**src/sv/pfe_ram.sv**
```systemverilog
module pfe_ram #(
  parameter int unsigned Width = 32,
  parameter int unsigned Depth = 64
) (
  input  logic                     clk_i,
  input  logic                     we_i,
  input  logic [$clog2(Depth)-1:0] waddr_i,
  input  logic [Width-1:0]         wdata_i,
  input  logic [$clog2(Depth)-1:0] raddr_i,
  output logic [Width-1:0]         rdata_o
);
  logic [Width-1:0] mem_q [Depth];

  always_ff @(posedge clk_i) begin
    if (we_i) begin
      mem_q[waddr_i] <= wdata_i;
    end
    rdata_o <= mem_q[raddr_i];
  end
endmodule

```
**config.mk**
```make
export PLATFORM = sky130hd
export DESIGN_NAME = pfe_ram
export DESIGN_NICKNAME = d
export VERILOG_FILES = /design/src/sv/pfe_ram.sv
export SDC_FILE = /design/constraint.sdc
export NUM_CORES = 2
export LEC_CHECK = 0
export CELL_PAD_IN_SITES_DETAIL_PLACEMENT = 2
export CELL_PAD_IN_SITES_GLOBAL_PLACEMENT = 2
export CORE_ASPECT_RATIO = 1.75
export CORE_MARGIN = 1.5
export CORE_UTILIZATION = 55
export CTS_BUF_LIST = sky130_fd_sc_hd__clkbuf_4 sky130_fd_sc_hd__clkbuf_8 sky130_fd_sc_hd__clkbuf_16
export CTS_CLUSTER_DIAMETER = 150
export DETAILED_ROUTE_END_ITERATION = 10
export DONT_BUFFER_PORTS = 1
export GPL_TIMING_DRIVEN = 0
export PLACE_DENSITY_LB_ADDON = 0.1
export SLEW_MARGIN = 20
export SYNTH_ARGS = -nofsm -noshare
export SYNTH_HDL_FRONTEND = slang
export SYNTH_SLANG_ARGS = --single-unit
```
**constraint.sdc**
```tcl
create_clock -name clk_i -period 6.75 [get_ports clk_i]
set_input_delay 0.3375 -clock clk_i [delete_from_list [all_inputs] [get_ports clk_i]]
set_output_delay 0.3375 -clock clk_i [all_outputs]
set_load 0.02 [all_outputs]
```
==> out/results.ini, run 1 <==
[run_status]
outcome = aborted with a tool error
stop_stage = detailed placement
stop_error = [ERROR DPL-0033] detailed placement checks failed during check placement.

[synth]
synth.ff_latch_count = 2080
syn_area_um2 = 78500
synth_flop_cell = edfxtp_1
ys_types = 34
synth_most_common_cell = edfxtp_1
ys_warn_count = 0
synth_nets = 3370
synth_top_area_frac = 0.783
synth_enable_flop_cells = 2048
ys_seq_area_frac = 0.791
async_flop_share = 0
synthCells = 3324
synthTopCellsByCount = edfxtp_1, mux4_2, nor2_1
synth_area_leader_cell = edfxtp_1
syn_avg_cell_area_um2 = 23.6
netlist_top_cells_area = edfxtp_1, mux4_2, mux2i_1

[die]
rows = 183
die_h_um = 503
pin_count = 78
die_w_um = 289
initial_utilization = 0.553

[placement]
port_buffers = 0
hpwlAfterDp_um = 221000
routabilityCongestion = 0.927

[per-stage QoR]
stage | setup TNS, ps | setup WS [ps] | instance area (µm²) | hold WS, ps | instances
2_1_floorplan | 0 | 3250 | 78500 | 436 | 3324
3_3_place_gp | -20850 | -342 | 80800 | 441 | 5174
[kinds of logic after synthesis]
kind of cell	count (synthesis)	synth area share
mux	637	0.168
buf+inv	182	0.0113
flops	2080	0.791
compound gates	202	0.0167
simple gates	223	0.0127
==> run 2, diff against run 1 <==
CELL_PAD_IN_SITES_DETAIL_PLACEMENT = default   (was 2)
CELL_PAD_IN_SITES_GLOBAL_PLACEMENT = default   (was 2)
CORE_ASPECT_RATIO = default   (was 1.75)
CORE_UTILIZATION = 40   (was 55)
CTS_BUF_LIST = default   (was sky130_fd_sc_hd__clkbuf_4 sky130_fd_sc_hd__clkbuf_8 sky130_fd_sc_hd__clkbuf_16)
CTS_CLUSTER_DIAMETER = default   (was 150)
PLACE_DENSITY_LB_ADDON = 0.15   (was 0.1)
==> run 2 against run 1 <==
- the flow now finishes without violations
- synthesized cell count unchanged
- synthesized area unchanged
==> out/results.ini, run 2 <==
[run_status]
outcome = complete, no violations

[worst_hold_path]
hold_class = input port to register
hold_path_startpoint = waddr_i[0]

[route]
dr.pass1.iters = 6
ant_nets = 0
routedWlPerCell_um = 39.5
route.detailed.drc = 0
viasPerCell = 6.03
wirelength_um = 260000
routed-via-count = 39700
first_iter_violations = 5927

[placement]
numPlacedInstances = 6110
place_area_um2 = 86100
hpwlAfterDp_um = 174000  ; -21%
routabilityCongestion = 0.805  ; -13%
port_buffers = 0  ; unchanged
pre_cts_ws_ps = 1880

[power_and_ir_drop]
power_frac_comb = 0.056
power.net_switching_mw = 6.09
internal_power_mw = 21.4
p_clk_frac = 0.422
p_per_area_nw_per_um2 = 293
p_total_mw = 27.5
p_leak_nw = 29.4
swShare = 0.221
ir_drop_mv = 0.301
p_seq_frac = 0.522

[critical_path]
worst-path-buf-inv = 5
start_kind = input port
cp_cell_sequence = buf_2 > buf_2 > buf_2 > clkbuf_1 > buf_2 > mux2i_1 > a21oi_1 > a21oi_1 > nor2_1
critical_path.top_delay_family = buffers and inverters
max_stage_delay_ps = 770
r2r-start = mem_q[28][18]
crit_arrival_ps = 4860
cp_slowest_cell = clkbuf_1
cp-startpoint = raddr_i[1]
crit_top_cell = buf_2
crit_fanout = 10
critical_path_class = input port to register
required_ps = 7430
critPathCaptureType = register

[cells_and_area]
fill_cells = 15700
final_cell_mix = edfxtp_1, mux4_2, clkbuf_16
final_nets = 3811
stdcell_count = 6580
area_delta_synth_final_pct = 19.8
top_regs = mem_q x2048, rdata_o x32
largest_reg_flops = 2048
largest-register = mem_q
final_common_cell = edfxtp_1
drive_above_1_share = 0.307
fin_area_um2 = 94100

[synth]
ys_types = 34  ; unchanged
synth_enable_flop_cells = 2048  ; unchanged
netlist_top_cells_area = edfxtp_1, mux4_2, mux2i_1
synthTopCellsByCount = edfxtp_1, mux4_2, nor2_1
ys_seq_area_frac = 0.791  ; unchanged
synth_most_common_cell = edfxtp_1
syn_avg_cell_area_um2 = 23.6  ; unchanged
synth_flop_cell = edfxtp_1
synth.ff_latch_count = 2080  ; unchanged
async_flop_share = 0  ; unchanged
synth_nets = 3370  ; unchanged
synth_area_leader_cell = edfxtp_1
synthCells = 3324  ; unchanged
syn_area_um2 = 78500  ; unchanged
synth_top_area_frac = 0.783  ; unchanged
ys_warn_count = 0  ; unchanged

[global_route]
grt_pass1_wl_um = 347000
grt_start_max_net_pins = 65
grt_antenna_before_repair = 24
first_global_vias = 38800
grtUsageTotal = 0.262
grt-ovfl-total = 0

[sta]
max_freq_ghz = 0.239
layout_setup_ws_ps = 2570
min_period_over_period = 0.620
hold_viol = 0
setup_viol = 0
tns_ps = 0
fin_skew_ps = 34.9
fin_crit_ps = 4180
maxSlewHeadroom = 0.209
final_max_slew_viol_count = 0
worst_pin_slew_ps = 1190
rsz0062_at_grt = false

[cts]
cts_buffers = 213
cts-root-buf = clkbuf_16
cts.clk_slew.worst_paths_ps = 60
cts_resized = 0
clock_latency_ps = 860
clockBufferDepth = 3
post_cts_buffers = 0
cts_tree = yes
cts_htree_levels = 4
cts_sinks = 2080

[die]
dieArea_um2 = 199000
die_w_um = 446  ; +55%
initial_utilization = 0.403  ; -0.150
coreArea_um2 = 195000
rows = 162  ; -11%
die_h_um = 446  ; -11%
pin_count = 78  ; unchanged

[flow_run]
maxCapViolCount = 0

## run 2: cell counts after synthesis
No cell type changed its count.
## run 2: repair_timing
item / CTS / global route
setup endpoints to repair: 0 / 0
endpoints found under the hold margin: 2048 / 0
hold buffers: 64 / 0
## run 2: through the flow
| step | utilization | hold WS [ps] |
|---|---|---|
| after floorplan | - | 436 |
| after global placement | 0.419 | 442 |
| after detailed placement | 0.441 | 441 |
| after CTS | 0.482 | 94.0 |
| after global routing | 0.482 | 140 |
| final | 0.482 | 164 |
## run 2: metal layers
layer  GRT usage  routed length, µm  part of all wire  up-vias
met3      0.0570              23500             0.091      401
met1       0.361             104000              0.40    21900
met4      0.0837               8850             0.034       12
met2       0.417             123000              0.48     2125
li1            -                  -                 -    15200
met5           0                 79           0.00030        -
## run 2: final timing paths
path	endpoint	slack, ps	cells past startpoint
max	rdata_o[16]	2570	9
min	mem_q[55][18]	160	2
max reg2reg	rdata_o[18]	4030	4
min reg2reg	rdata_o[20]	880	4
## run 2: cells by family after synthesis
kind of cell / synth area share
and+or+nand+nor: 0.0127
AOI/OAI and AO/OA: 0.0167
DFF: 0.791
muxes: 0.168
buffers and inverters: 0.0113
## run 2: worst reg2reg max path, stage by stage, from the launching register on
cell,delay (ps)
edfxtp_1,370
mux4_2,510
mux4_2,520
o22ai_1,830
nor2_1,310
## run 2: power groups by stage
stage	sequential (mW)	clock, mW	combinational (mW)
after floorplan	14.6	0	0.695
after global placement	14.6	0	1.21
after detailed placement	14.6	0	1.26
after CTS	14.4	11.8	1.56
after global routing	14.4	12.2	1.60
final	14.4	11.6	1.55
## run 2: area by class of cell
| cell class | count | area (µm²) | share of cell area |
|---|---|---|---|
| Sequential cell | 2080 | 62100 | 0.661 |
| Multi-Input combinational cell | 1062 | 16000 | 0.170 |
| Clock buffer | 288 | 5820 | 0.0618 |
| Timing Repair Buffer | 226 | 4960 | 0.0528 |
| Tap cell | 2624 | 3280 | 0.0349 |
| Clock inverter | 110 | 966 | 0.0103 |
| Buffer | 182 | 920 | 0.00978 |
| Antenna cell | 8 | 20.0 | 0.000213 |
Note: power is estimated with default switching activity, not from simulation.
