<file path="src/sv/pfe_pkg.sv">
package pfe_pkg;

  localparam int unsigned DataW   = 32;
  localparam int unsigned TokenW  = 8;
  localparam int unsigned StatusW = 3;

  localparam logic [StatusW-1:0] StOk      = 3'd0;
  localparam logic [StatusW-1:0] StFull    = 3'd1;
  localparam logic [StatusW-1:0] StFew     = 3'd2;
  localparam logic [StatusW-1:0] StDivZero = 3'd3;
  localparam logic [StatusW-1:0] StUnknown = 3'd4;
  localparam logic [StatusW-1:0] StMany    = 3'd5;

  localparam logic [TokenW-1:0] ChZero  = 8'h30;
  localparam logic [TokenW-1:0] ChNine  = 8'h39;
  localparam logic [TokenW-1:0] ChPlus  = 8'h2B;
  localparam logic [TokenW-1:0] ChMinus = 8'h2D;
  localparam logic [TokenW-1:0] ChMul   = 8'h2A;
  localparam logic [TokenW-1:0] ChDiv   = 8'h2F;
  localparam logic [TokenW-1:0] ChMod   = 8'h25;
  localparam logic [TokenW-1:0] ChPow   = 8'h5E;

  typedef enum logic [2:0] {
    OpAdd,
    OpSub,
    OpMul,
    OpDiv,
    OpMod,
    OpPow
  } alu_op_e;

  typedef struct packed {
    logic    load;
    alu_op_e op;
  } dp_cmd_t;

  typedef struct packed {
    logic busy;
    logic done;
  } dp_sts_t;

endpackage

</file>
<file path="src/sv/pfe_alu.sv">
module pfe_alu (
  input  logic                   clk_i,
  input  logic                   rst_ni,
  input  pfe_pkg::dp_cmd_t       cmd_i,
  input  logic [31:0]            a_i,
  input  logic [31:0]            b_i,
  output pfe_pkg::dp_sts_t       sts_o,
  output logic [31:0]            res_o
);
  import pfe_pkg::*;

  logic [5:0]  cnt_q, cnt_d;
  logic        busy_q, busy_d;
  logic        done_q, done_d;
  alu_op_e     op_q, op_d;
  logic [31:0] acc_q, acc_d;
  logic [31:0] aux_q, aux_d;
  logic [31:0] exp_q, exp_d;
  logic [31:0] rem_q, rem_d;
  logic        na_q, na_d, nb_q, nb_d;
  logic [31:0] res_q, res_d;
  logic [32:0] trial;
  logic [31:0] ma, mb;
  logic [63:0] prod;

  assign ma = a_i[31] ? (32'd0 - a_i) : a_i;
  assign mb = b_i[31] ? (32'd0 - b_i) : b_i;
  assign trial = {rem_q, acc_q[31]} - {1'b0, aux_q};

  always_comb begin
    prod = 64'd0;
    if (cnt_q[0]) begin
      prod = aux_q * aux_q;
    end else begin
      prod = acc_q * aux_q;
    end
  end

  always_comb begin
    cnt_d  = cnt_q;
    busy_d = busy_q;
    done_d = 1'b0;
    op_d   = op_q;
    acc_d  = acc_q;
    aux_d  = aux_q;
    exp_d  = exp_q;
    rem_d  = rem_q;
    na_d   = na_q;
    nb_d   = nb_q;
    res_d  = res_q;
    if (cmd_i.load) begin
      op_d   = cmd_i.op;
      na_d   = a_i[31];
      nb_d   = b_i[31];
      cnt_d  = 6'd0;
      busy_d = 1'b1;
      rem_d  = 32'd0;
      exp_d  = b_i;
      unique case (cmd_i.op)
        OpAdd: begin res_d = a_i + b_i; busy_d = 1'b0; done_d = 1'b1; end
        OpSub: begin res_d = a_i - b_i; busy_d = 1'b0; done_d = 1'b1; end
        OpMul: begin acc_d = a_i; aux_d = b_i; end
        OpDiv, OpMod: begin acc_d = ma; aux_d = mb; end
        OpPow: begin
          if ($signed(b_i) < 32'sd2) begin
            res_d = a_i; busy_d = 1'b0; done_d = 1'b1;
          end else begin
            acc_d = 32'd1; aux_d = a_i;
          end
        end
        default: begin busy_d = 1'b0; done_d = 1'b1; end
      endcase
    end else if (busy_q) begin
      unique case (op_q)
        OpMul: begin
          res_d = prod[31:0]; busy_d = 1'b0; done_d = 1'b1;
        end
        OpDiv, OpMod: begin
          if (!trial[32]) begin
            rem_d = trial[31:0];
            acc_d = {acc_q[30:0], 1'b1};
          end else begin
            rem_d = {rem_q[30:0], acc_q[31]};
            acc_d = {acc_q[30:0], 1'b0};
          end
          cnt_d = cnt_q + 6'd1;
          if (cnt_q == 6'd31) begin
            busy_d = 1'b0;
            done_d = 1'b1;
            if (op_q == OpMod) begin
              res_d = na_q ? (32'd0 - rem_d) : rem_d;
            end else begin
              res_d = (na_q != nb_q) ? (32'd0 - acc_d) : acc_d;
            end
          end
        end
        OpPow: begin
          // even phase: multiply in, odd phase: square and shift
          cnt_d = cnt_q + 6'd1;
          if (!cnt_q[0]) begin
            if (exp_q[0]) begin
              acc_d = prod[31:0];
            end
            if (exp_q[31:1] == 31'd0) begin
              res_d  = exp_q[0] ? prod[31:0] : acc_q;
              busy_d = 1'b0;
              done_d = 1'b1;
            end
          end else begin
            aux_d = prod[31:0];
            exp_d = {1'b0, exp_q[31:1]};
          end
        end
        default: begin busy_d = 1'b0; done_d = 1'b1; end
      endcase
    end
  end

  always_ff @(posedge clk_i or negedge rst_ni) begin
    if (!rst_ni) begin
      busy_q <= 1'b0;
      done_q <= 1'b0;
      cnt_q  <= 6'd0;
      op_q   <= OpAdd;
    end else begin
      busy_q <= busy_d;
      done_q <= done_d;
      cnt_q  <= cnt_d;
      op_q   <= op_d;
    end
  end

  always_ff @(posedge clk_i) begin
    acc_q <= acc_d;
    aux_q <= aux_d;
    exp_q <= exp_d;
    rem_q <= rem_d;
    na_q  <= na_d;
    nb_q  <= nb_d;
    res_q <= res_d;
  end

  assign sts_o.busy = busy_q;
  assign sts_o.done = done_q;
  assign res_o      = res_q;
endmodule

</file>
<file path="config.mk">
export PLATFORM = sky130hd
export DESIGN_NAME = pfe_alu
export DESIGN_NICKNAME = d
export VERILOG_FILES = /design/src/sv/pfe_pkg.sv /design/src/sv/pfe_alu.sv
export SDC_FILE = /design/constraint.sdc
export NUM_CORES = 2
export LEC_CHECK = 0
export BUFFER_PORTS_ARGS = -buffer_cell sky130_fd_sc_hd__buf_2
export CELL_PAD_IN_SITES_DETAIL_PLACEMENT = 2
export CELL_PAD_IN_SITES_GLOBAL_PLACEMENT = 2
export CORE_MARGIN = 2
export CORE_UTILIZATION = 42
export DETAILED_ROUTE_END_ITERATION = 10
export PLACE_DENSITY = 0.84
export SLEW_MARGIN = 20
export SYNTH_ARGS = -nofsm -noshare
export SYNTH_HDL_FRONTEND = slang
export SYNTH_SLANG_ARGS = --single-unit
</file>
<file path="constraint.sdc">
create_clock -name clk_i -period 8.8 [get_ports clk_i]
set_input_delay 1.76 -clock clk_i [delete_from_list [all_inputs] [get_ports clk_i]]
set_output_delay 1.76 -clock clk_i [all_outputs]
set_load 0.005 [all_outputs]
</file>
* Word level (Yosys, flattened, before mapping)
Index checks and enable logic that the tools add are counted. W data, S select, Z words.
Storage, ports and cells: output and inout bits 34, bits in registers 173, input bits 70
Operators by class: mux-type cells 58, $add $sub $neg 8, $lt $le $gt $ge 1, $mul 2, eq/ne operators 18, reduce and logical (&&, ||, !) cells 18
Operators with widths (number):
- $mux W32 | 33
- $pmux W32 S3 | 4
- $sub A1 B32 Y32 const A | 4
- $mul A32 B32 Y32 | 2
- $pmux W32 S2 | 1
- $sub A33 B32 Y33 | 1
- $add A32 B32 Y32 | 1
- $lt A32 B3 Y1 const B | 1
- $sub A32 B32 Y32 | 1
- $logic_not A31 Y1 | 1
- $mux W6 | 3
- $ne A3 B3 Y1 const B | 5
- $mux W1 | 13
- $eq A3 B2 Y1 const B | 4
- $eq A3 B3 Y1 const B | 4
- $reduce_and A5 Y1 | 2
- $ne A4 B1 Y1 const B | 2
- $pmux W1 S2 | 4
- $reduce_bool A2 Y1 | 4
- $reduce_and A7 Y1 | 1
- $add A6 B1 Y6 const B | 1
- $eq A6 B5 Y1 const B | 1
- $reduce_or A3 Y1 | 2
- $reduce_and A2 Y1 | 2
- other kinds (7) | 8

* Longest topological paths before layout
depth after elaboration 12, gate-level depth with buffers 31, mapped depth without buffers 30

* Worst setup path before layout
OpenSTA, ideal clock, no wires.
kind flip-flop to flip-flop, start point reg aux_q[4], end point reg acc_q[30], data pin, setup time 0.270 ns, path slack 1.172 ns, data arrival time 7.358 ns, buffers on the path 2, required time 8.530 ns, stages on the path, launching flop included 29, path through edfxtp_1 -> clkbuf_1 -> clkbuf_1 -> nand2_1 -> fa_1 -> inv_1 -> fa_1 -> inv_1 -> fa_1 -> inv_1 -> fa_1 -> ha_1 -> ha_1 -> inv_1 -> fa_1 -> inv_1 -> fa_1 -> ha_1 -> o21ai_0 -> o31ai_1 -> o21ai_1 -> or4_1 -> a31o_2 -> o21a_1 -> xnor2_1 -> mux2i_1 -> a21oi_1 -> a211oi_1 -> a21oi_1
Between the ends: word-level cells in the longest chain between the ends 7, elaborated cells on any way between the ends 8, those cells by class 2 x mul; 6 x mux
RTL lines:
- start: declaration | line pfe_alu.sv:17 | logic [31:0] aux_q, aux_d;
- start signal: assignment | line pfe_alu.sv:135 | aux_q <= aux_d;
- $mul A32 B32 Y32 (on tied branches) | line pfe_alu.sv:35, pfe_alu.sv:33
- $mux W32 * | line pfe_alu.sv:32 | if (cnt_q[0]) begin
- $mux W32 * | line pfe_alu.sv:101 | if (exp_q[0]) begin
- $mux W32 * | line pfe_alu.sv:100 | if (!cnt_q[0]) begin
- $pmux W32 S2 * | line pfe_alu.sv:74 | unique case (op_q)
- $mux W32 * | line pfe_alu.sv:73 | end else if (busy_q) begin
- $mux W32 * | line pfe_alu.sv:51 | if (cmd_i.load) begin
- named net acc_d[30] | line pfe_alu.sv:16 | logic [31:0] acc_q, acc_d;
- end signal: assignment | line pfe_alu.sv:134 | acc_q <= acc_d;
- end: declaration | line pfe_alu.sv:16
The timed path passes the listed nets; every way through them passes the cells marked *. The select of a mux whose other input is x is not followed. A chain may end at the register's enable or synchronous reset.

* Worst setup path after layout
start point reg acc_q[13], end point reg acc_q[29], data pin
Between the ends: word-level cells in the longest chain between the ends 7
RTL lines:
- $mul A32 B32 Y32 | line pfe_alu.sv:35 | prod = acc_q * aux_q;
- $mux W32 | line pfe_alu.sv:32
- $mux W32 | line pfe_alu.sv:101
- $mux W32 | line pfe_alu.sv:100
- $pmux W32 S2 | line pfe_alu.sv:74
- $mux W32 | line pfe_alu.sv:73
- $mux W32 | line pfe_alu.sv:51
- named net acc_d[29] | line pfe_alu.sv:16
The timed path passes the listed nets, and every way through them passes these cells. The select of a mux whose other input is x is not followed.

==> flow_metrics.py <==
metrics = {
    "yosys": {
        "synth_mux_area_share_pct": 2.284,
        "netlist_area_um2": 45730,
        "synth_nets": 6449,
        "synth_xor_area_share_pct": 5.420,
        "synth_area_per_cell_um2": 8.662,
        "yosysSeqAreaShare_pct": 10.54,
        "yosys_register_bits": 173,
        "synth-compound-area-share_pct": 12.40,
        "syn-instance-count": 5280,
        "async_flop_share_pct": 6.358,
        "synth_cell_types": 104,
        "synthSimpleGateAreaFrac_pct": 16.84,
        "synth_warnings": 0,
        "synth_flop_cell": "edfxtp_1",
        "synth_fa_ha_area_share_pct": 42.74,
        "synth_edf_count": 130,
        "synth_top_family_by_area": "adder cells",
    },
    "grt": {
        "grt_max_degree": 143,
        "grt_use_total_pct": 43.75,
        "grt_first_pass_wirelength_um": 352300,
        "grt_busiest_layer": "met2",
        "globalRouteMet3Util_pct": 14.80,
        "use_met2_pct": 68.78,
        "antenna_found_initial": 42,
        "grt-ovfl-total": 0,
        "use_met1_pct": 46.77,
        "first_global_vias": 49990,
    },
    "detailed_routing": {
        "drt_wl_total_um": 259900,
        "first_pass_iters": 8,
        "vias": 45130,
        "drc_errors": 0,
        "routedWlPerCell_um": 38.42,
        "drt-initial-drc-count": 5052,
        "via_per_inst": 6.672,
        "ant_nets": 0,
    },
    "placement": {
        "gp_congestion": 0.9686,
        "port_buffers": 103,
        "hpwl_um": 180200,
        "dpl_cell_area_um2": 48250,
    },
    "cts": {
        "cts_tree": "built",
        "cts-root-buf": "clkbuf_16",
        "hold_buffers": 0,
        "insertion_delay_ns": 0.55,
        "numCtsBuffers": 17,
        "ctsHtreeMaxLevel": 4,
        "clk_pin_slew_ns": 0.08,
        "cts.path.max_buffers": 2,
        "clock_sinks": 173,
    },
    "sta": {
        "tightest_slew_ns": 1.260,
        "fin_worst_skew_ns": 0.03221,
        "fmax_ghz": 0.1060,
        "fin_hold_ws_ns": 0.5329,
        "period_minus_slack_ns": 9.433,
        "hold_viol": 0,
        "finalMaxSlewViolations": 0,
        "setup_tns_ns": -9.691,
        "maxSlewHeadroom_pct": 15.43,
        "period_share_pct": 107.2,
        "setup_viol": 34,
        "rsz0062_at_grt": "true",
        "layout_setup_ws_ns": -0.6331,
    },
    "layout": {
        "layout_commonest_cell": "inv_1",
        "drive_above_1_share_pct": 9.644,
        "layout.cells.most_common_list": "inv_1 (839), fa_1 (769), nand2_1 (562)",
        "synthToLayoutAreaGrowth_pct": 8.183,
        "finalInstanceArea_um2": 49480,
        "nets": 6486,
    },
    "critical_path": {
        "endpoint_kind": "flop",
        "cp.arrival_ns": 9.71,
        "crit_path_max_fanout": 15,
        "cp.required_ns": 9.08,
        "path_class": "reg2reg",
        "cp-start-kind": "flop",
    },
    "status": {
        "run_status": "finished with violations",
        "violations": "setup timing",
    },
    "floorplan": {
        "die_area_um2": 111500,
        "core_area_um2": 108400,
        "die_h_um": 334.0,
        "die_x_um": 334.0,
        "rows": 121,
        "initial_utilization_pct": 42.19,
        "io-pin-count": 104,
    },
    "min_path": {
        "hold_class": "reg2reg",
    },
    "run": {
        "cap_viol_max_count": 0,
    },
}
flip-flops by register name, summed over array words and instances, names as in the netlist:
signal	cells
acc_q	32
aux_q	32
exp_q	32
rem_q	32
res_o	32
cnt_q	6
op_q	3
busy_q	1
done_q	1
na_q	1
nb_q	1
Yosys cell counts, drive strengths merged, types with 9 or more instances:
| cell type | count | area, um2 |
|---|---|---|
| o211ai | 38 | 300.3 |
| ha | 327 | 4091 |
| nand3 | 37 | 195.2 |
| a22oi | 9 | 67.56 |
| fa | 772 | 15450 |
| and2 | 307 | 1922 |
| and3 | 15 | 93.84 |
| nor2b | 33 | 206.5 |
| o41ai | 13 | 151.4 |
| xor2 | 100 | 875.8 |
| nor2 | 429 | 1627 |
| edfxtp | 130 | 3904 |
| inv | 848 | 3186 |
| nor3 | 68 | 345.3 |
| o21bai | 10 | 75.07 |
| o31ai | 38 | 312.8 |
| a31oi | 63 | 406.6 |
| or3 | 34 | 214.0 |
| nor4 | 31 | 193.9 |
| mux2 | 43 | 484.2 |
| nand2 | 566 | 2130 |
| a221oi | 11 | 96.34 |
| dfxtp | 32 | 640.6 |
| a21oi | 191 | 955.9 |
| mux2i | 56 | 560.5 |
| nand2b | 35 | 219.0 |
| a211oi | 80 | 615.6 |
| a21o | 60 | 451.7 |
| o31a | 13 | 113.9 |
| dfrtp | 11 | 275.3 |
| or4 | 9 | 71.32 |
| or2 | 19 | 121.4 |
| a21boi | 10 | 75.07 |
| buf | 40 | 241.5 |
| a2111oi | 9 | 97.60 |
| clkbuf | 252 | 982.2 |
| o21a | 18 | 135.1 |
| xnor2 | 183 | 1603 |
| o21ai | 189 | 949.7 |
| nand4 | 19 | 118.9 |
path summary, 6_finish.rpt:
| kind | startpoint | endpoint | slack, ns | depth (start not counted) |
|---|---|---|---|---|
| worst max-delay path | acc_q[13] | acc_q[29] | -0.63 | 24 |
| worst min-delay path | rem_q[29] | rem_q[29] | 0.53 | 2 |
| worst max register to register | acc_q[13] | acc_q[29] | -0.63 | 24 |
| worst min register to register | rem_q[29] | rem_q[29] | 0.53 | 2 |
| max in group asynchronous | rst_ni | cnt_q[0] | 7.46 | 1 |
| min in group asynchronous | rst_ni | op_q[0] | 1.10 | 1 |
metrics by stage:
stage	std cells	setup WS, ns	utilization, %
after floorplan	5280	1.172	-
after global placement	6681	0.1284	44.51
after detailed placement	6681	-0.3115	44.51
after CTS	6731	0.09200	45.21
after global routing	6747	-0.5426	45.60
final	6764	-0.6331	45.64
layer usage:
layer  up-vias  routed length [um]
met4        32               30920
met1     22600               84710
met2      3674              112600
li1      17060                   -
met5         -                 239
met3      1758               31450
logic make-up (layout without fill, tap and decap cells):
logic type	Yosys count	count (layout)
AOI/OAI and AO/OA	844	844
xor gates and xnor gates	283	283
adders and majority gates	1099	1099
buffers and inverters	1150	1200
DFF	173	173
muxes	99	99
other	0	20
and+or+nand+nor	1632	1632
area by class of cell:
class,instances,area (um2)
Fill cell,11800,58920
Multi-Input combinational cell,3957,36740
Sequential cell,173,4821
Inverter,856,3247
Timing Repair Buffer,312,2306
Tap cell,1414,1769
Clock buffer,18,429.2
Clock inverter,14,113.9
Antenna cell,20,50.05
critical path, cell delays in order, from the launching register on:
cell	delay, ns
edfxtp_1	0.72
buf_4	0.43
nand2_1	0.16
fa_1	0.42
inv_1	0.08
fa_1	0.46
fa_1	0.81
inv_1	0.13
fa_1	0.39
inv_1	0.48
fa_1	0.62
fa_1	0.70
fa_1	0.51
fa_1	0.49
ha_1	0.38
and3_1	0.28
and3_1	0.23
o21ai_2	0.14
a21boi_1	0.18
o41ai_2	0.46
xnor2_1	0.21
mux2i_4	0.28
a21o_1	0.19
o21ai_0	0.08
mux2_2	0.29
what timing repair did:
| action | 4_1_cts | 5_1_grt |
|---|---|---|
| setup buffers | 18 | 12 |
| pin swaps | 0 | 6 |
| setup endpoints to repair | 13 | 35 |
| cloned | 0 | 0 |
| gates resized for setup | 15 | 60 |
Power is left out: the tool's default activity adds up to more than one toggle a clock period on the data nets, which glitch-free logic cannot reach.
