File: src/sv/pfe_pkg.sv
package pfe_pkg;

  localparam int unsigned DataW   = 32;
  localparam int unsigned TokenW  = 8;
  localparam int unsigned StatusW = 3;

  localparam logic [StatusW-1:0] StOk      = 3'd0;
  localparam logic [StatusW-1:0] StFull    = 3'd1;
  localparam logic [StatusW-1:0] StFew     = 3'd2;
  localparam logic [StatusW-1:0] StDivZero = 3'd3;
  localparam logic [StatusW-1:0] StUnknown = 3'd4;
  localparam logic [StatusW-1:0] StMany    = 3'd5;

  localparam logic [TokenW-1:0] ChZero  = 8'h30;
  localparam logic [TokenW-1:0] ChNine  = 8'h39;
  localparam logic [TokenW-1:0] ChPlus  = 8'h2B;
  localparam logic [TokenW-1:0] ChMinus = 8'h2D;
  localparam logic [TokenW-1:0] ChMul   = 8'h2A;
  localparam logic [TokenW-1:0] ChDiv   = 8'h2F;
  localparam logic [TokenW-1:0] ChMod   = 8'h25;
  localparam logic [TokenW-1:0] ChPow   = 8'h5E;

  typedef enum logic [2:0] {
    OpAdd,
    OpSub,
    OpMul,
    OpDiv,
    OpMod,
    OpPow
  } alu_op_e;

  typedef struct packed {
    logic    load;
    alu_op_e op;
  } dp_cmd_t;

  typedef struct packed {
    logic busy;
    logic done;
  } dp_sts_t;

endpackage

File: src/sv/pfe_if.sv
interface pfe_in_if;
  logic       valid;
  logic       ready;
  logic [7:0] token;
  logic       end_mark;
  modport source (output valid, token, end_mark, input ready);
  modport sink   (input valid, token, end_mark, output ready);
endinterface

interface pfe_out_if;
  logic               valid;
  logic               ready;
  logic [2:0]         status;
  logic signed [31:0] value;
  modport source (output valid, status, value, input ready);
  modport sink   (input valid, status, value, output ready);
endinterface

File: src/sv/pfe_ctrl.sv
module pfe_ctrl #(
  parameter int unsigned StackDepth = 64
) (
  input  logic                          clk_i,
  input  logic                          rst_ni,
  pfe_in_if.sink                        in_if,
  pfe_out_if.source                     out_if,
  output pfe_pkg::dp_cmd_t              cmd_o,
  input  pfe_pkg::dp_sts_t              sts_i,
  input  logic [31:0]                   alu_res_i,
  output logic                          we_o,
  output logic [$clog2(StackDepth)-1:0] waddr_o,
  output logic [31:0]                   wdata_o,
  output logic [$clog2(StackDepth)-1:0] raddr_o,
  input  logic [31:0]                   rdata_i,
  output logic [31:0]                   a_o,
  output logic [31:0]                   b_o
);
  import pfe_pkg::*;

  localparam int unsigned AW = $clog2(StackDepth);
  localparam int unsigned CW = $clog2(StackDepth + 1);
  localparam logic [CW-1:0] Full = CW'(StackDepth);

  localparam logic [2:0] SIdle = 3'd0;
  localparam logic [2:0] SRdB  = 3'd1;
  localparam logic [2:0] SRdA  = 3'd2;
  localparam logic [2:0] SGetA = 3'd3;
  localparam logic [2:0] SExec = 3'd4;
  localparam logic [2:0] SWait = 3'd5;
  localparam logic [2:0] SEnd  = 3'd6;

  logic [2:0]    state_q, state_d;
  logic [CW-1:0] cnt_q, cnt_d;
  logic          disc_q, disc_d;
  logic [31:0]   held_q, held_d;
  logic [31:0]   b_q, b_d, a_q, a_d;
  alu_op_e       op_q, op_d;
  logic          ov_q, ov_d;
  logic [2:0]    ost_q, ost_d;
  logic [31:0]   oval_q, oval_d;
  logic [7:0]    tok;
  logic          is_op;
  alu_op_e       tok_op;

  assign tok = in_if.token;

  always_comb begin
    is_op  = 1'b1;
    tok_op = OpAdd;
    case (tok)
      ChPlus:  tok_op = OpAdd;
      ChMinus: tok_op = OpSub;
      ChMul:   tok_op = OpMul;
      ChDiv:   tok_op = OpDiv;
      ChMod:   tok_op = OpMod;
      ChPow:   tok_op = OpPow;
      default: is_op = 1'b0;
    endcase
  end

  assign in_if.ready = (state_q == SIdle) && !(ov_q && !out_if.ready);
  assign out_if.valid  = ov_q;
  assign out_if.status = ost_q;
  assign out_if.value  = oval_q;
  assign a_o = a_q;
  assign b_o = b_q;

  always_comb begin
    state_d = state_q;
    cnt_d   = cnt_q;
    disc_d  = disc_q;
    held_d  = held_q;
    b_d     = b_q;
    a_d     = a_q;
    op_d    = op_q;
    ov_d    = ov_q && !out_if.ready;
    ost_d   = ost_q;
    oval_d  = oval_q;
    cmd_o.load = 1'b0;
    cmd_o.op   = op_q;
    we_o    = 1'b0;
    waddr_o = AW'(cnt_q);
    wdata_o = {24'd0, tok - ChZero};
    raddr_o = AW'(cnt_q - CW'(1));
    unique case (state_q)
      SIdle: begin
        if (in_if.valid && in_if.ready) begin
          if (in_if.end_mark) begin
            if (cnt_q == CW'(1) && !disc_q) begin
              state_d = SEnd;
            end else begin
              if (!disc_q) begin
                ov_d   = 1'b1;
                ost_d  = (cnt_q == '0) ? StOk : StMany;
                oval_d = (cnt_q == '0) ? held_q : 32'd0;
              end
              cnt_d  = '0;
              disc_d = 1'b0;
            end
          end else if (!disc_q) begin
            if (tok >= ChZero && tok <= ChNine) begin
              if (cnt_q >= Full) begin
                ov_d = 1'b1; ost_d = StFull; oval_d = 32'd0; disc_d = 1'b1;
              end else begin
                we_o  = 1'b1;
                cnt_d = cnt_q + CW'(1);
              end
            end else if (!is_op) begin
              ov_d = 1'b1; ost_d = StUnknown; oval_d = 32'd0; disc_d = 1'b1;
            end else if (cnt_q < CW'(2)) begin
              ov_d = 1'b1; ost_d = StFew; oval_d = 32'd0; disc_d = 1'b1;
            end else begin
              op_d    = tok_op;
              state_d = SRdB;
            end
          end
        end
      end
      SRdB: begin
        raddr_o = AW'(cnt_q - CW'(2));
        b_d     = rdata_i;
        state_d = SRdA;
      end
      SRdA: begin
        a_d     = rdata_i;
        state_d = SGetA;
      end
      SGetA: begin
        if ((op_q == OpDiv || op_q == OpMod) && b_q == 32'd0) begin
          ov_d = 1'b1; ost_d = StDivZero; oval_d = 32'd0; disc_d = 1'b1;
          state_d = SIdle;
        end else begin
          state_d = SExec;
        end
      end
      SExec: begin
        cmd_o.load = 1'b1;
        state_d    = SWait;
      end
      SWait: begin
        if (sts_i.done) begin
          we_o    = 1'b1;
          waddr_o = AW'(cnt_q - CW'(2));
          wdata_o = alu_res_i;
          cnt_d   = cnt_q - CW'(1);
          state_d = SIdle;
        end
      end
      SEnd: begin
        if (!ov_q) begin
          ov_d    = 1'b1;
          ost_d   = StOk;
          oval_d  = rdata_i;
          held_d  = rdata_i;
          cnt_d   = '0;
          state_d = SIdle;
        end
      end
      default: state_d = SIdle;
    endcase
  end

  always_ff @(posedge clk_i or negedge rst_ni) begin
    if (!rst_ni) begin
      state_q <= SIdle;
      cnt_q   <= '0;
      disc_q  <= 1'b0;
      held_q  <= 32'd0;
      ov_q    <= 1'b0;
      op_q    <= OpAdd;
    end else begin
      state_q <= state_d;
      cnt_q   <= cnt_d;
      disc_q  <= disc_d;
      held_q  <= held_d;
      ov_q    <= ov_d;
      op_q    <= op_d;
    end
  end

  always_ff @(posedge clk_i) begin
    b_q    <= b_d;
    a_q    <= a_d;
    ost_q  <= ost_d;
    oval_q <= oval_d;
  end
endmodule

File: src/flat_wrapper.sv
// flat-port wrapper written by rule: the top's interface ports become plain ports
module pfe_ctrl_flat import pfe_pkg::*;
#(
  parameter int unsigned StackDepth = 64
)
  (clk_i, rst_ni, cmd_o, sts_i, alu_res_i, we_o, waddr_o, wdata_o, raddr_o, rdata_i, a_o, b_o, in_if_valid, in_if_token, in_if_end_mark, in_if_ready, out_if_valid, out_if_status, out_if_value, out_if_ready);
  pfe_in_if in_if_i ();
  pfe_out_if out_if_i ();
  input  logic clk_i;
  input  logic rst_ni;
  output pfe_pkg::dp_cmd_t cmd_o;
  input  pfe_pkg::dp_sts_t sts_i;
  input  logic [31:0] alu_res_i;
  output logic we_o;
  output logic [$clog2(StackDepth)-1:0] waddr_o;
  output logic [31:0] wdata_o;
  output logic [$clog2(StackDepth)-1:0] raddr_o;
  input  logic [31:0] rdata_i;
  output logic [31:0] a_o;
  output logic [31:0] b_o;
  input wire logic [$bits(in_if_i.valid)-1:0] in_if_valid;
  input wire logic [$bits(in_if_i.token)-1:0] in_if_token;
  input wire logic [$bits(in_if_i.end_mark)-1:0] in_if_end_mark;
  output wire logic [$bits(in_if_i.ready)-1:0] in_if_ready;
  output wire logic [$bits(out_if_i.valid)-1:0] out_if_valid;
  output wire logic [$bits(out_if_i.status)-1:0] out_if_status;
  output wire logic [$bits(out_if_i.value)-1:0] out_if_value;
  input wire logic [$bits(out_if_i.ready)-1:0] out_if_ready;
  assign in_if_i.valid = in_if_valid;
  assign in_if_i.token = in_if_token;
  assign in_if_i.end_mark = in_if_end_mark;
  assign in_if_ready = in_if_i.ready;
  assign out_if_valid = out_if_i.valid;
  assign out_if_status = out_if_i.status;
  assign out_if_value = out_if_i.value;
  assign out_if_i.ready = out_if_ready;
  pfe_ctrl #(.StackDepth(StackDepth)) u_core (.clk_i(clk_i), .rst_ni(rst_ni), .in_if(in_if_i), .out_if(out_if_i), .cmd_o(cmd_o), .sts_i(sts_i), .alu_res_i(alu_res_i), .we_o(we_o), .waddr_o(waddr_o), .wdata_o(wdata_o), .raddr_o(raddr_o), .rdata_i(rdata_i), .a_o(a_o), .b_o(b_o));
endmodule
File: config.mk
export PLATFORM = sky130hd
export DESIGN_NAME = pfe_ctrl_flat
export DESIGN_NICKNAME = d
export VERILOG_FILES = /design/src/sv/pfe_pkg.sv /design/src/sv/pfe_if.sv /design/src/sv/pfe_ctrl.sv /design/src/flat_wrapper.sv
export SDC_FILE = /design/constraint.sdc
export NUM_CORES = 1
export LEC_CHECK = 0
export ABC_AREA = 1
export BUFFER_PORTS_ARGS = -buffer_cell sky130_fd_sc_hd__buf_4
export CAP_MARGIN = 20
export CORE_MARGIN = 2
export CORE_UTILIZATION = 39
export CTS_BUF_LIST = sky130_fd_sc_hd__clkbuf_8
export CTS_CLUSTER_DIAMETER = 60
export DETAILED_ROUTE_END_ITERATION = 7
export RECOVER_POWER = 100
export SYNTH_ARGS = -nofsm -noshare
export SYNTH_HDL_FRONTEND = slang
export SYNTH_SLANG_ARGS = --single-unit
File: constraint.sdc
create_clock -name clk_i -period 3.6 [get_ports clk_i]
set_input_delay 0.36 -clock clk_i [delete_from_list [all_inputs] [get_ports clk_i]]
set_output_delay 0.36 -clock clk_i [all_outputs]
set_load 0.01 [all_outputs]
# --- Word-level counts from Yosys, hierarchy flattened ---
# Cells that the tools add are included.
totals:
  word_cells: 158
  out_inout_bits: 150
  inputBits: 79
  reg_bits: 146
op_classes:
  n_mux: 82
  n_eq_ne: 30
  order_cmp: 4
  add_sub_neg: 4
  n_reduce_logical: 23
  bitwise_logic: 5
op_table:
  columns: ["cell", "count"]
  rows:
  - ["$mux 32", 14]
  - ["$pmux 32 s3", 1]
  - ["$mux 3", 21]
  - ["$mux 7", 8]
  - ["$eq 8x6->1 const B", 5]
  - ["$logic_not 32->1", 1]
  - ["$mux 1", 28]
  - ["$ne 3x3->1 const B", 8]
  - ["$pmux 3 s7", 1]
  - ["$pmux 7 s3", 1]
  - ["$mux 6", 3]
  - ["$reduce_and 8->1", 2]
  - ["$pmux 3 s5", 1]
  - ["$eq 3x3->1 const B", 4]
  - ["$eq 3x2->1 const B", 3]
  - ["$pmux 3 s3", 1]
  - ["$reduce_and 9->1", 1]
  - ["$eq 8x7->1 const B", 1]
  - ["$ge 8x6->1 const B", 1]
  - ["$le 8x6->1 const B", 1]
  - ["$sub 8x6->8 const B", 1]
  - ["$add 7x1->7 const B", 1]
  - ["$eq 7x1->1 const B", 1]
  - ["$ge 7x7->1 const B", 1]
  - ["other kinds (23)", 38]

# --- Longest topological paths before layout ---
logic_depth:
  word_depth: 9
  depth_mapped: 13
  depth_no_buf: 13

# --- Worst setup path after synthesis ---
# No wires, ideal clock.
synth_timing:
  path_type: "flip-flop to flip-flop"
  start: "reg u_core.cnt_q[2]"
  end: "reg u_core.ost_q[0], in the netlist u_core.out_if.status[0] (enable)"
  period_less_slack_ns: 3.200
  setup_time_ns: 0.427
  arrival_time_ns: 2.773
  stages_incl_launch_ff: 10
  path_buffers: 1
  setup_slack_ns: 0.400
  t_required_ns: 3.173
  cell_sequence: "dfrtp_1 -> buf_2 -> inv_1 -> ha_1 -> nand2_1 -> nor4_2 -> nor2_1 -> nand2_1 -> a21oi_1 -> nor2_1"
synth_via:
  elab_chain_len: 4
synth_lines:
  columns: ["element", "line", "source"]
  rows:
  - ["from (decl)", "pfe_ctrl.sv:34", "logic [CW-1:0] cnt_q, cnt_d;"]
  - ["from (signal assigned)", "pfe_ctrl.sv:174", "cnt_q <= cnt_d;"]
  - ["parallel branches: the longest is 3 deep, another holds $lt 7x2->1", null, null]
  - ["$reduce_and 9->1 (no line) (*)", null, null]
  - ["to (signal assigned)", "pfe_ctrl.sv:185", "ost_q <= ost_d;"]
  - ["to (decl)", "pfe_ctrl.sv:40", "logic [2:0] ost_q, ost_d;"]
# Mark *: on every way between the ends.
# A chain may end at the register's enable or synchronous reset.

# --- Final worst setup path ---
layout_timing:
  start: "reg u_core.cnt_q[1]"
  end: "reg u_core.oval_q[0], in the netlist u_core.out_if.value[0] (enable)"
layout_via:
  elab_chain_len: 4
layout_lines:
  columns: ["element", "line", "source"]
  rows:
  - ["parallel branches: the longest is 3 deep, another holds $lt 7x2->1", null, null]
  - ["$reduce_and 9->1 (no line) (*)", null, null]
  - ["to (signal assigned)", "pfe_ctrl.sv:186", "oval_q <= oval_d;"]
  - ["to (decl)", "pfe_ctrl.sv:41", "logic [31:0] oval_q, oval_d;"]
# Marks and branches as above.

==> metrics.cfg <==
[synth]
yosysTopAreaCellShare_pct=44.18
synth_cell_types=37
avgSynthCellArea_um2=9.838
ys_seq_area_share_pct=61.66
synth_area_um2=6729
ys_seq_elements=146
synth_cells=684
synth_warnings=0
synth_area_leader_cell=edfxtp_1
synth.net_count=772
synthTopCellsByArea=edfxtp_1 (44%), dfrtp_1 (17%), nand2_1 (9.8%), nor2_1 (4.1%), o21ai_0 (4.1%)

[route]
drt_iter0_markers=331
routed_wl_mm=17.26
first_pass_iters=5
vias_per_cell=4.789
via_count=5503
ant_nets=0
drc=0
routedWlPerCell_um=15.02

[timing]
relSlewSlack_pct=-37.87
worst_pin_slew_ns=2.068
hold_viol=0
drv_slew=34
whs_ns=0.1353
min_period_over_period_pct=81.59
rsz0062_at_grt=no
clock_skew_ns=0.008865
finalSetupViolCount=0
max_freq_ghz=0.3404
fin_crit_ns=2.937
setup_tns_ns=0

[power_and_ir_drop]
intPower_w=0.003690
comb_power_share_pct=36.7
p_seq_share_pct=43.9
p_sw_share_pct=38.99
pwr-share-clk_pct=19.4
p_leak_nw=3.522
ir_drop_uv=344.6
power_switching_w=0.002359
p_per_area_nw_per_um2=727.3

[setup_path]
critPathMaxFanout=35
critPathArrivalTime_ns=3.01
critPathRequiredTime_ns=3.67
cp-start-kind=flip-flop
end_kind=flip-flop
crit_type=reg2reg

[min_path]
min_path_type=in2reg

[clocking]
htree_levels=4
cts_resized=0
clock_path_buffers=2
cts.sinks=146
hold_buffers=1
postCtsSetupBuffers=0
clkTransAtPathRegs_ns=0.08
cts_tree=built
clk_latency_ns=0.45
cts_buffers=17
cts-root-buf=clkbuf_8

[floorplan]
start_util_pct=39.45
dieHeight_um=135.4
fp-row-count=48
die-area_um2=18320
placeableCoreArea_um2=17060
num_io_pins=229
die_x_um=135.4

[placement]
dp_cells=1115
io_buffers=227
dpl_cell_area_um2=8673
gp_congestion=0.8196
dp_hpwl_mm=12.22

[run_status]
violations=max-capacitance violations, max-slew violations
status=finished with violations

[layout]
num_antenna_cells=0
layout.cells.non_filler=1149
multiInputGateArea_um2=2133
fin_area_um2=8317
post-route-util_pct=48.76
area_growth_pct=23.60
drive_above_1_share_pct=11.80
register_area_um2=4149
layout_common_cells=clkbuf_1 (179), nand2_1 (177), edfxtp_1 (99), nor2_1 (74), inv_1 (72)
fin_nets=999
layout_commonest_cell=clkbuf_1
n_fill_cell=1787

[global_route]
gr-total-overflow=0
grt_max_degree=65
grt_pass1_wl_mm=27.08
grtUsageTotal_pct=19.22
grt_pass1_vias=5214
grt_antenna_before_repair=0

[job]
maxCapViolCount=1

==> worst max-delay path, cell delays in order, from the launching register on <==
cell and delay, ns:
dfrtp_1 0.43, inv_1 0.18, ha_1 0.23, nand2_1 0.09
nor4_1 0.43, nor2_1 0.11, nand2_1 0.11, a21oi_1 0.10
nor2_4 0.10, clkbuf_2 0.73
==> synth_stat cells (all sizes together) <==
library cell  instances
ha                    9
o211ai                1
a211oi                1
o22ai                33
clkbuf               15
clkinv                1
buf                  13
nor4                  1
o21bai                2
o41ai                 1
a22oi                 1
dfrtp                47
nor2                 81
inv                  75
nand2               181
nand3                13
xor2                 16
o21ai                68
o31ai                 1
nor3                  9
edfxtp               99
nand4                 5
a21oi                11
==> cell type report <==
type                    count  area share, %
repair buffers            236          13.31
inverters                  76          3.490
clock inverters            15          1.459
multi-input cells         434          25.65
clock buffers              17          2.813
flip-flops and latches    146          49.89
well taps                 225          3.385
==> metal layers <==
metal	wire (um)	part of all wire, %	up-vias	GRT usage (%)
li1	-	-	2730	-
met1	7592	44	2554	24.65
met2	8297	48	198	32.43
met3	1108	6.4	21	4.302
met4	259	1.5	0	6.308
met5	0	0	-	0
==> flip-flops by register name, summed over array words and instances (netlist names) <==
| name | cells |
|---|---|
| u_core.out_if.status | 3 |
| u_core.held_q | 32 |
| u_core.out_if.valid | 1 |
| u_core.disc_q | 1 |
| u_core.out_if.value | 32 |
| u_core.a_o | 32 |
| u_core.b_o | 32 |
| u_core.state_q | 3 |
| u_core.op_q | 3 |
| u_core.cnt_q | 7 |
==> metrics by stage <==
| step | power, W | setup slack (ns) |
|---|---|---|
| 6_report | 0.006049 | 0.6627 |
| 5_1_grt | 0.006498 | 0.3717 |
| 4_1_cts | 0.006460 | 0.8640 |
| 3_5_place_dp | 0.005278 | 1.140 |
| 3_3_place_gp | 0.005224 | 1.172 |
| 2_1_floorplan | 0.004222 | 0.3998 |
==> power by group through the flow <==
stage	clock network (W)	logic (W)	registers (W)
2_1_floorplan	0	0.00144	0.00278
3_3_place_gp	0	0.00254	0.00269
3_5_place_dp	0	0.00258	0.00270
4_1_cts	0.00121	0.00259	0.00266
5_1_grt	0.00126	0.00252	0.00272
6_report	0.00118	0.00222	0.00266
==> logic make-up (layout without fill, tap and decap cells) <==
group | Yosys count | in the layout | synth area share (%)
adders and majority gates | 9 | 9 | 1.674
buffers and inverters | 104 | 344 | 6.266
and+or+nand+nor | 290 | 290 | 18.24
xor gates and xnor gates | 16 | 16 | 2.082
DFF | 146 | 146 | 61.66
AOI/OAI and AO/OA | 119 | 119 | 10.08
==> path summary, 6_finish.rpt <==
| path | from | end | slack, ns | cells after the start |
|---|---|---|---|---|
| max reg2reg | u_core.cnt_q[1]$_DFFE_PN0P_ | u_core.out_if.value[0]$_DFFE_PP_ | 0.66 | 9 |
| min in group asynchronous | rst_ni | u_core.held_q[25]$_DFFE_PN0P_ | 0.71 | 2 |
| max | u_core.cnt_q[1]$_DFFE_PN0P_ | u_core.out_if.value[0]$_DFFE_PP_ | 0.66 | 9 |
| min reg2reg | u_core.held_q[6]$_DFFE_PN0P_ | u_core.held_q[6]$_DFFE_PN0P_ | 0.49 | 2 |
| min | rdata_i[8] | u_core.b_o[8]$_DFFE_PP_ | 0.14 | 1 |
| max in group asynchronous | rst_ni | u_core.held_q[10]$_DFFE_PN0P_ | 2.08 | 2 |
No activity file was read; power rests on OpenSTA's default activity.
